<file path="src/rtl/sil_pkg.sv">
// ----------------------------------------------------------------------------
// sil_pkg
// shared constants, codes and structs of the sorted insert list
// ----------------------------------------------------------------------------
`default_nettype none

package sil_pkg;

    localparam int LIST_DEPTH = 32;
    localparam int DATA_W     = 32;
    localparam int ADDR_W     = (LIST_DEPTH > 1) ? $clog2(LIST_DEPTH) : 1;
    localparam int CNT_W      = $clog2(LIST_DEPTH + 1);

    typedef enum logic [1:0] {
        MODE_INSERT = 2'd0,
        MODE_READ   = 2'd1,
        MODE_CLEAR  = 2'd2
    } mode_t;

    typedef enum logic [2:0] {
        ST_INSERTED = 3'd0,
        ST_FULL     = 3'd1,
        ST_ELEMENT  = 3'd2,
        ST_EMPTY    = 3'd3,
        ST_CLEARED  = 3'd4
    } status_t;

    typedef enum logic [2:0] {
        S_IDLE,
        S_INS,
        S_PUT,
        S_RESP,
        S_RD_ISSUE,
        S_RD_DATA
    } seq_state_t;

    typedef struct packed {
        logic              we;
        logic [ADDR_W-1:0] waddr;
        logic [DATA_W-1:0] wdata;
        logic              re;
        logic [ADDR_W-1:0] raddr;
    } mem_req_t;

    typedef struct packed {
        logic              load;
        logic [DATA_W-1:0] value_out;
        status_t           status;
        logic              last;
    } result_t;

endpackage

`default_nettype wire

</file>
<file path="src/rtl/sil_ram.sv">
// ----------------------------------------------------------------------------
// sil_ram
// simple dual-port ram, one write and one registered read per cycle
// ----------------------------------------------------------------------------
`default_nettype none

module sil_ram #(
    parameter int DEPTH  = 32,
    parameter int WIDTH  = 32,
    parameter int ADDR_W = (DEPTH > 1) ? $clog2(DEPTH) : 1
) (
    input  wire logic              clk,
    input  wire logic              we,
    input  wire logic [ADDR_W-1:0] waddr,
    input  wire logic [WIDTH-1:0]  wdata,
    input  wire logic              re,
    input  wire logic [ADDR_W-1:0] raddr,
    output logic      [WIDTH-1:0]  rdata
);

    logic [WIDTH-1:0] mem [DEPTH];

    always_ff @(posedge clk)
    begin
        if (we)
        begin
            mem[waddr] <= wdata;
        end
    end

    always_ff @(posedge clk)
    begin
        if (re)
        begin
            rdata <= mem[raddr];
        end
    end

endmodule

`default_nettype wire

</file>
<file path="src/rtl/sil_seq.sv">
// ----------------------------------------------------------------------------
// sil_seq
// sequencer: insert by shifting entries up from the top, read out in order
// ----------------------------------------------------------------------------
`default_nettype none

module sil_seq
    import sil_pkg::*;
(
    input  wire logic              clk,
    input  wire logic              rst_n,
    input  wire logic              in_valid,
    output logic                   in_ready,
    input  wire logic [1:0]        mode,
    input  wire logic [DATA_W-1:0] value,
    input  wire logic              out_free,
    input  wire logic [DATA_W-1:0] rdata,
    output mem_req_t               mem_req,
    output result_t                result
);

    seq_state_t        state_reg, state_next;
    logic [ADDR_W-1:0] idx_reg, idx_next;
    logic [CNT_W-1:0]  count_reg, count_next;
    logic [DATA_W-1:0] val_reg, val_next;
    logic              accept;
    logic              idx_is_last;

    assign in_ready    = (state_reg == S_IDLE) && out_free;
    assign accept      = in_valid && in_ready;
    assign idx_is_last = (CNT_W'(idx_reg) + CNT_W'(1)) == count_reg;

    always_ff @(posedge clk or negedge rst_n)
    begin
        if (!rst_n)
        begin
            state_reg <= S_IDLE;
            count_reg <= '0;
            idx_reg   <= '0;
        end
        else
        begin
            state_reg <= state_next;
            count_reg <= count_next;
            idx_reg   <= idx_next;
        end
    end

    always_ff @(posedge clk)
    begin
        val_reg <= val_next;
    end

    always_comb
    begin
        state_next       = state_reg;
        idx_next         = idx_reg;
        count_next       = count_reg;
        val_next         = val_reg;
        mem_req          = '0;
        result           = '0;
        result.status    = ST_INSERTED;
        result.last      = 1'b1;

        unique case (state_reg)
            S_IDLE:
            begin
                if (accept)
                begin
                    val_next = value;
                    unique case (mode_t'(mode))
                        MODE_INSERT:
                        begin
                            if (count_reg == CNT_W'(LIST_DEPTH))
                            begin
                                result.load   = 1'b1;
                                result.status = ST_FULL;
                            end
                            else if (count_reg == '0)
                            begin
                                mem_req.we    = 1'b1;
                                mem_req.waddr = '0;
                                mem_req.wdata = value;
                                count_next    = CNT_W'(1);
                                result.load   = 1'b1;
                                result.status = ST_INSERTED;
                            end
                            else
                            begin
                                mem_req.re    = 1'b1;
                                mem_req.raddr = ADDR_W'(count_reg - CNT_W'(1));
                                idx_next      = ADDR_W'(count_reg - CNT_W'(1));
                                state_next    = S_INS;
                            end
                        end
                        MODE_READ:
                        begin
                            if (count_reg == '0)
                            begin
                                result.load   = 1'b1;
                                result.status = ST_EMPTY;
                            end
                            else
                            begin
                                idx_next   = '0;
                                state_next = S_RD_ISSUE;
                            end
                        end
                        MODE_CLEAR:
                        begin
                            count_next    = '0;
                            result.load   = 1'b1;
                            result.status = ST_CLEARED;
                        end
                        default:
                        begin
                            // unused mode: no change, no result
                        end
                    endcase
                end
            end

            S_INS:
            begin
                mem_req.we    = 1'b1;
                mem_req.waddr = idx_reg + ADDR_W'(1);
                if ($signed(rdata) >= $signed(val_reg))
                begin
                    // move the entry up one place and keep scanning down
                    mem_req.wdata = rdata;
                    if (idx_reg == '0)
                    begin
                        state_next = S_PUT;
                    end
                    else
                    begin
                        mem_req.re    = 1'b1;
                        mem_req.raddr = idx_reg - ADDR_W'(1);
                        idx_next      = idx_reg - ADDR_W'(1);
                    end
                end
                else
                begin
                    mem_req.wdata = val_reg;
                    count_next    = count_reg + CNT_W'(1);
                    state_next    = S_RESP;
                end
            end

            S_PUT:
            begin
                mem_req.we    = 1'b1;
                mem_req.waddr = '0;
                mem_req.wdata = val_reg;
                count_next    = count_reg + CNT_W'(1);
                state_next    = S_RESP;
            end

            S_RESP:
            begin
                if (out_free)
                begin
                    result.load   = 1'b1;
                    result.status = ST_INSERTED;
                    state_next    = S_IDLE;
                end
            end

            S_RD_ISSUE:
            begin
                if (out_free)
                begin
                    mem_req.re    = 1'b1;
                    mem_req.raddr = idx_reg;
                    state_next    = S_RD_DATA;
                end
            end

            S_RD_DATA:
            begin
                result.load      = 1'b1;
                result.value_out = rdata;
                result.status    = ST_ELEMENT;
                result.last      = idx_is_last;
                if (idx_is_last)
                begin
                    state_next = S_IDLE;
                end
                else
                begin
                    idx_next   = idx_reg + ADDR_W'(1);
                    state_next = S_RD_ISSUE;
                end
            end

            default:
            begin
                state_next = S_IDLE;
            end
        endcase
    end

endmodule

`default_nettype wire

</file>
<file path="src/rtl/sorted_insert_list.sv">
// ----------------------------------------------------------------------------
// sorted_insert_list
// bounded ascending list of signed 32-bit values held in one ram
// ----------------------------------------------------------------------------
// Items are accepted one at a time. An insert reads the ram from the top
// down one entry per cycle and writes each entry not below the new value
// one place up, so the single ram read port sets the pace. A read out does a
// ram read, then an output register load, per stored value, waiting while
// that register is held; clear, a full insert and a read of an empty list
// load their result in the cycle they are accepted. Every result passes
// through an output register, and the next item is accepted once the
// sequencer is idle and that register is free or being taken.
`default_nettype none

module sorted_insert_list
    import sil_pkg::*;
(
    input  wire logic                     clk,
    input  wire logic                     rst_n,
    input  wire logic                     in_valid,
    output logic                          in_ready,
    input  wire logic [1:0]               mode,
    input  wire logic signed [DATA_W-1:0] value,
    output logic                          out_valid,
    input  wire logic                     out_ready,
    output logic signed [DATA_W-1:0]      value_out,
    output logic [2:0]                    status,
    output logic                          last
);

    mem_req_t          mem_req;
    result_t           result;
    logic [DATA_W-1:0] rdata;
    logic              out_free;

    logic              out_valid_reg;
    logic [DATA_W-1:0] value_out_reg;
    status_t           status_reg;
    logic              last_reg;

    assign out_free = !out_valid_reg || out_ready;

    sil_seq u_seq (
        .clk      (clk),
        .rst_n    (rst_n),
        .in_valid (in_valid),
        .in_ready (in_ready),
        .mode     (mode),
        .value    (value),
        .out_free (out_free),
        .rdata    (rdata),
        .mem_req  (mem_req),
        .result   (result)
    );

    sil_ram #(
        .DEPTH (LIST_DEPTH),
        .WIDTH (DATA_W)
    ) u_ram (
        .clk   (clk),
        .we    (mem_req.we),
        .waddr (mem_req.waddr),
        .wdata (mem_req.wdata),
        .re    (mem_req.re),
        .raddr (mem_req.raddr),
        .rdata (rdata)
    );

    always_ff @(posedge clk or negedge rst_n)
    begin
        if (!rst_n)
        begin
            out_valid_reg <= 1'b0;
        end
        else if (result.load)
        begin
            out_valid_reg <= 1'b1;
        end
        else if (out_ready)
        begin
            out_valid_reg <= 1'b0;
        end
    end

    always_ff @(posedge clk)
    begin
        if (result.load)
        begin
            value_out_reg <= result.value_out;
            status_reg    <= result.status;
            last_reg      <= result.last;
        end
    end

    assign out_valid = out_valid_reg;
    assign value_out = value_out_reg;
    assign status    = status_reg;
    assign last      = last_reg;

endmodule

`default_nettype wire

</file>
<file path="config.mk">
export PLATFORM = sky130hd
export DESIGN_NAME = sorted_insert_list
export DESIGN_NICKNAME = d
export VERILOG_FILES = /design/src/rtl/sil_pkg.sv /design/src/rtl/sil_ram.sv /design/src/rtl/sil_seq.sv /design/src/rtl/sorted_insert_list.sv
export SDC_FILE = /design/constraint.sdc
export NUM_CORES = 1
export LEC_CHECK = 0
export ABC_AREA = 0
export ABC_CLOCK_PERIOD_IN_PS = 7100
export BUFFER_PORTS_ARGS = -buffer_cell sky130_fd_sc_hd__buf_2
export CORE_MARGIN = 2
export CORE_UTILIZATION = 45
export DETAILED_ROUTE_END_ITERATION = 7
export PLACE_DENSITY_LB_ADDON = 0.25
export SYNTH_ARGS = -nofsm -noshare
export SYNTH_HDL_FRONTEND = slang
export SYNTH_SLANG_ARGS = --single-unit
export TNS_END_PERCENT = 50
</file>
<file path="constraint.sdc">
create_clock -name clk -period 7.1 [get_ports clk]
set_clock_uncertainty 0.15 [all_clocks]
set_input_delay 0.71 -clock clk [delete_from_list [all_inputs] [get_ports clk]]
set_output_delay 0.71 -clock clk [all_outputs]
set_load 0.05 [all_outputs]
</file>
==> run summary <==
The half-perimeter wire length after placement came out at 66.5 mm. The final critical-path required period came out at 5.53 ns. The detailed router placed 23.2k vias in this run. 76 I/O pins were placed. The average instance area after synthesis is 20.5 um^2.

The total global routing overflow came out at 0. The register bit count reported by yosys came out at 1139. The reported leakage power came out at 16.3 nW. The endpoint identified for the worst register-to-register timing path is u_ram.rdata[4]$_DFFE_PP_. In the layout the commonest cells are sky130_fd_sc_hd__edfxtp_1, sky130_fd_sc_hd__mux4_2, sky130_fd_sc_hd__o22ai_1, sky130_fd_sc_hd__clkbuf_16, sky130_fd_sc_hd__inv_1. The number of slew-limit violations in the final report is 0. The number of setup violations in the final report came out at 0.

Measured along the x axis, the die boundary spans 319 um. Across all register-to-register paths, the minimum setup slack is 1.57 ns. The number of cells on the worst reg-to-reg path is 11. The post-synthesis instance area is 0.0446 mm^2. The area of the placeable core is 0.0983 mm^2. The number of hold-slack violations in the final timing report came out at 0.

Of the total power, the share spent switching nets is 0.319. Port buffering added 75 buffers. The die footprint is 0.102 mm^2.

Of the total power, the clock network draws 0.271. In the final timing run, aggregate negative setup slack is 0 ns. The first global-routing pass estimated 164 mm of wire. The achievable clock frequency is 181 MHz. The overall routing resource usage is 0.226. Counting flops per register, the top entry is u_ram.mem. The synthesized-area fraction occupied by ao, oa, aoi and oai cells is 0.0406. TritonCTS built the clock tree. The placed instance count is 3483.

The share of the synthesized netlist area taken by xor and xnor gates is 0.00354. STA classifies the critical path endpoint as a flop. The final net count is 2386. The maximum clock path buffer count came out at 3.

The arrival time at the worst endpoint is 5.79 ns. The post-synthesis sequential area ratio is 0.766. The post-synthesis mux area share is 0.129. The starting utilization of the core area is 0.453. The worst hold path class is primary input to flop. The clock latency on the worst-skew pair came out at 0.70 ns. Entering global routing, the biggest net connects 52 pins.

The final period utilization came out at 0.778. Synthesis handed over a netlist of 2177 instances. The routed wire length is 114 mm. Following the worst setup path forward leads to its endpoint at u_ram.rdata[4]$_DFFE_PP_.

Setup repair after global routing left no endpoint under its margin. The adder and majority cell fraction of the synthesized area is 0.0104. The area of the multi-input gates is 0.00987 mm^2. The area taken by flip-flops and latches is 0.0341 mm^2. The last weighted congestion value of the routability-driven placer is 0.875.

The final cell count without fillers came out at 3693. Of the cells placed in the final design, the portion with a size suffix greater than 1 is 0.248. In the post-route analysis, the smallest setup slack over all paths is 1.57 ns.

The largest vdd supply drop came out at 0.235 mV. The final reports fail on design-rule violations. Headroom to the max-slew limit came out at 0.173. The share of total power dissipated in combinational logic is 0.265. The most critical setup path has its startpoint at u_ram.rdata[15]$_DFFE_PP_. The pre-CTS worst setup slack came out at 1.63 ns. The clock slew seen by the registers of the worst setup and hold paths is 0.06 ns. The share of flip-flops with an asynchronous set or reset after synthesis is 0.0132. The count of fill cells added during filler insertion is 7657. The library cell used most frequently in the layout, excluding fill and tap cells, is sky130_fd_sc_hd__edfxtp_1. The number of antenna violations at the first check in global routing came out at 4.

The maximum level of the CTS H-tree is 3. The count of unique library cells instantiated by Yosys came out at 69. The number of DRC violations after detailed-routing iteration 0 is 3009.

The growth of design area from synthesis to finish is 12.7%. The count of clock tree sinks came out at 1139. sky130_fd_sc_hd__edfxtp_1 takes more of the synthesized area than any other cell. The floorplan has 115 rows. The startpoint identified for the worst register-to-register timing path is u_ram.rdata[15]$_DFFE_PP_.

In the synthesized netlist the dominant register cell turns out to be sky130_fd_sc_hd__edfxtp_1. Max-cap violations in this run came to 0. The internal power consumption is 13.8 mW. In this run the clock root is driven by a sky130_fd_sc_hd__clkbuf_16. The chip height came out at 319 um. In the routed design, unresolved DRC markers number 1.

Dividing the detail-routed wire length by the instance count gives 31.0 um. The basic-gate share of the synthesized area counting and, or, nand and nor cells is 0.0310. The number of setup buffers added after CTS came out at 0. The number of routed nets with antenna violations came out at 0. The number of flops mapped to enable cells by yosys came out at 1124. Counting every net in the synthesized netlist gives 2252. The worst-margin pin slew is 1.24 ns. The share of total power in sequential cells came out at 0.464. The ratio of total power to cell area is 404 mW/mm^2. STA puts the critical path data required time at 7.37 ns.

The number of search-and-repair iterations in the first detailed-routing pass came out at 8. The number of clock buffers added by TritonCTS is 112. The worst setup path category is flop to flop. Of the post-synthesis cell area, the dominant cell type holds 0.758.

The number of global-route vias before repair is 22.8k. After synthesis, the cell types taking the most area are sky130_fd_sc_hd__edfxtp_1, sky130_fd_sc_hd__mux4_2, sky130_fd_sc_hd__o22ai_1. STA classifies the critical path startpoint as a flop. The warning count from the yosys run is 0. The register with the most flip-flops in the layout has 1024 of them. The reported net switching power is 6.49 mW.

By area, the combinational part of the netlist is dominated by multiplexers. The run finished, with violations left. The vias per cell is 6.28. The biggest fanout along the worst timing path is 32.
-- cells in the mapped netlist, drive strengths merged, types with 4 or more instances --
cell / instances
nor2: 75
edfxtp: 1124
ha: 37
buf: 64
o21ai: 21
nor3: 20
nand3: 22
a222oi: 32
a21oi: 31
xnor2: 11
nand2b: 5
dfrtp: 15
mux4: 252
o211ai: 5
a211oi: 9
nand2: 40
and3: 37
inv: 77
a31oi: 4
o22ai: 128
nand4: 15
o31ai: 4
clkbuf: 53
nor4: 36
xor2: 7
-- per-stage QoR --
| stage | instance area [um^2] | utilization | power (mW) | hold slack [ns] |
|---|---|---|---|---|
| floorplan | 44600 | - | 13.0 | 0.264 |
| global placement | 46800 | 0.477 | 14.8 | 0.482 |
| detailed placement | 46800 | 0.477 | 15.0 | 0.508 |
| CTS | 50200 | 0.511 | 20.4 | 0.0338 |
| global route | 50200 | 0.511 | 21.1 | 0.0642 |
| finish | 50200 | 0.511 | 20.3 | 0.0788 |
-- how the worst min path moves through the flow --
stage | startpoint | to | slack [ns] | depth (start not counted)
6_report | value[26] | u_seq.val_reg[26]$_DFFE_PP_ | 0.08 | 1
2_1_floorplan | rst_n | out_valid$_DFFE_PN0P_ | 0.26 | 0
3_5_place_dp | rst_n | out_valid$_DFFE_PN0P_ | 0.51 | 1
4_1_cts | value[26] | u_seq.val_reg[26]$_DFFE_PP_ | 0.03 | 1
3_3_place_gp | out_valid$_DFFE_PN0P_ | out_valid$_DFFE_PN0P_ | 0.48 | 2
5_1_grt | value[26] | u_seq.val_reg[26]$_DFFE_PP_ | 0.06 | 1
-- critical path, cell delays in order (launching register included) --
cell and delay [ns]:
sky130_fd_sc_hd__edfxtp_1 0.43, sky130_fd_sc_hd__ha_1 0.35, sky130_fd_sc_hd__nand4_1 0.33, sky130_fd_sc_hd__a211oi_1 0.08, sky130_fd_sc_hd__a211oi_1 0.80, sky130_fd_sc_hd__a31oi_4 0.23
sky130_fd_sc_hd__o21ai_1 0.44, sky130_fd_sc_hd__a211oi_2 0.16, sky130_fd_sc_hd__o31ai_2 0.52, sky130_fd_sc_hd__nand3_2 1.02, sky130_fd_sc_hd__o22ai_1 0.56, sky130_fd_sc_hd__nor4_1 0.15
-- power by group through the flow --
stage / Sequential, mW / Clock (mW) / Combinational, mW
2_1_floorplan: 9.59 / 0 / 3.37
3_3_place_gp: 9.52 / 0 / 5.27
3_5_place_dp: 9.56 / 0 / 5.41
4_1_cts: 9.42 / 5.59 / 5.41
5_1_grt: 9.48 / 5.85 / 5.78
6_report: 9.43 / 5.50 / 5.39
-- area by class of cell --
type | count | share of cell area
Multi-Input combinational cell | 843 | 0.196
Tap cell | 1287 | 0.0321
Timing Repair Buffer | 137 | 0.0188
Antenna cell | 1 | 0.0000498
Clock inverter | 61 | 0.00862
Clock buffer | 147 | 0.0588
Sequential cell | 1139 | 0.679
Inverter | 78 | 0.00583
-- metal layers --
layer,track usage,wire length [um]
met5,0,0
met4,0.0646,2750
met3,0.0501,10900
met2,0.345,52800
met1,0.329,48000
-- cell families after synthesis --
| family | Yosys count |
|---|---|
| muxes | 257 |
| DFF | 1139 |
| xor gates and xnor gates | 18 |
| adders and majority gates | 37 |
| and+or+nand+nor | 269 |
| AOI/OAI and AO/OA | 262 |
| buffers and inverters | 195 |
-- timing repair --
| action | in CTS | in global routing |
|---|---|---|
| hold buffers | 1 | 0 |
| hold endpoints to repair | 15 | 0 |
| resized for setup | 0 | 0 |
Power figures use the tool's default switching activity.
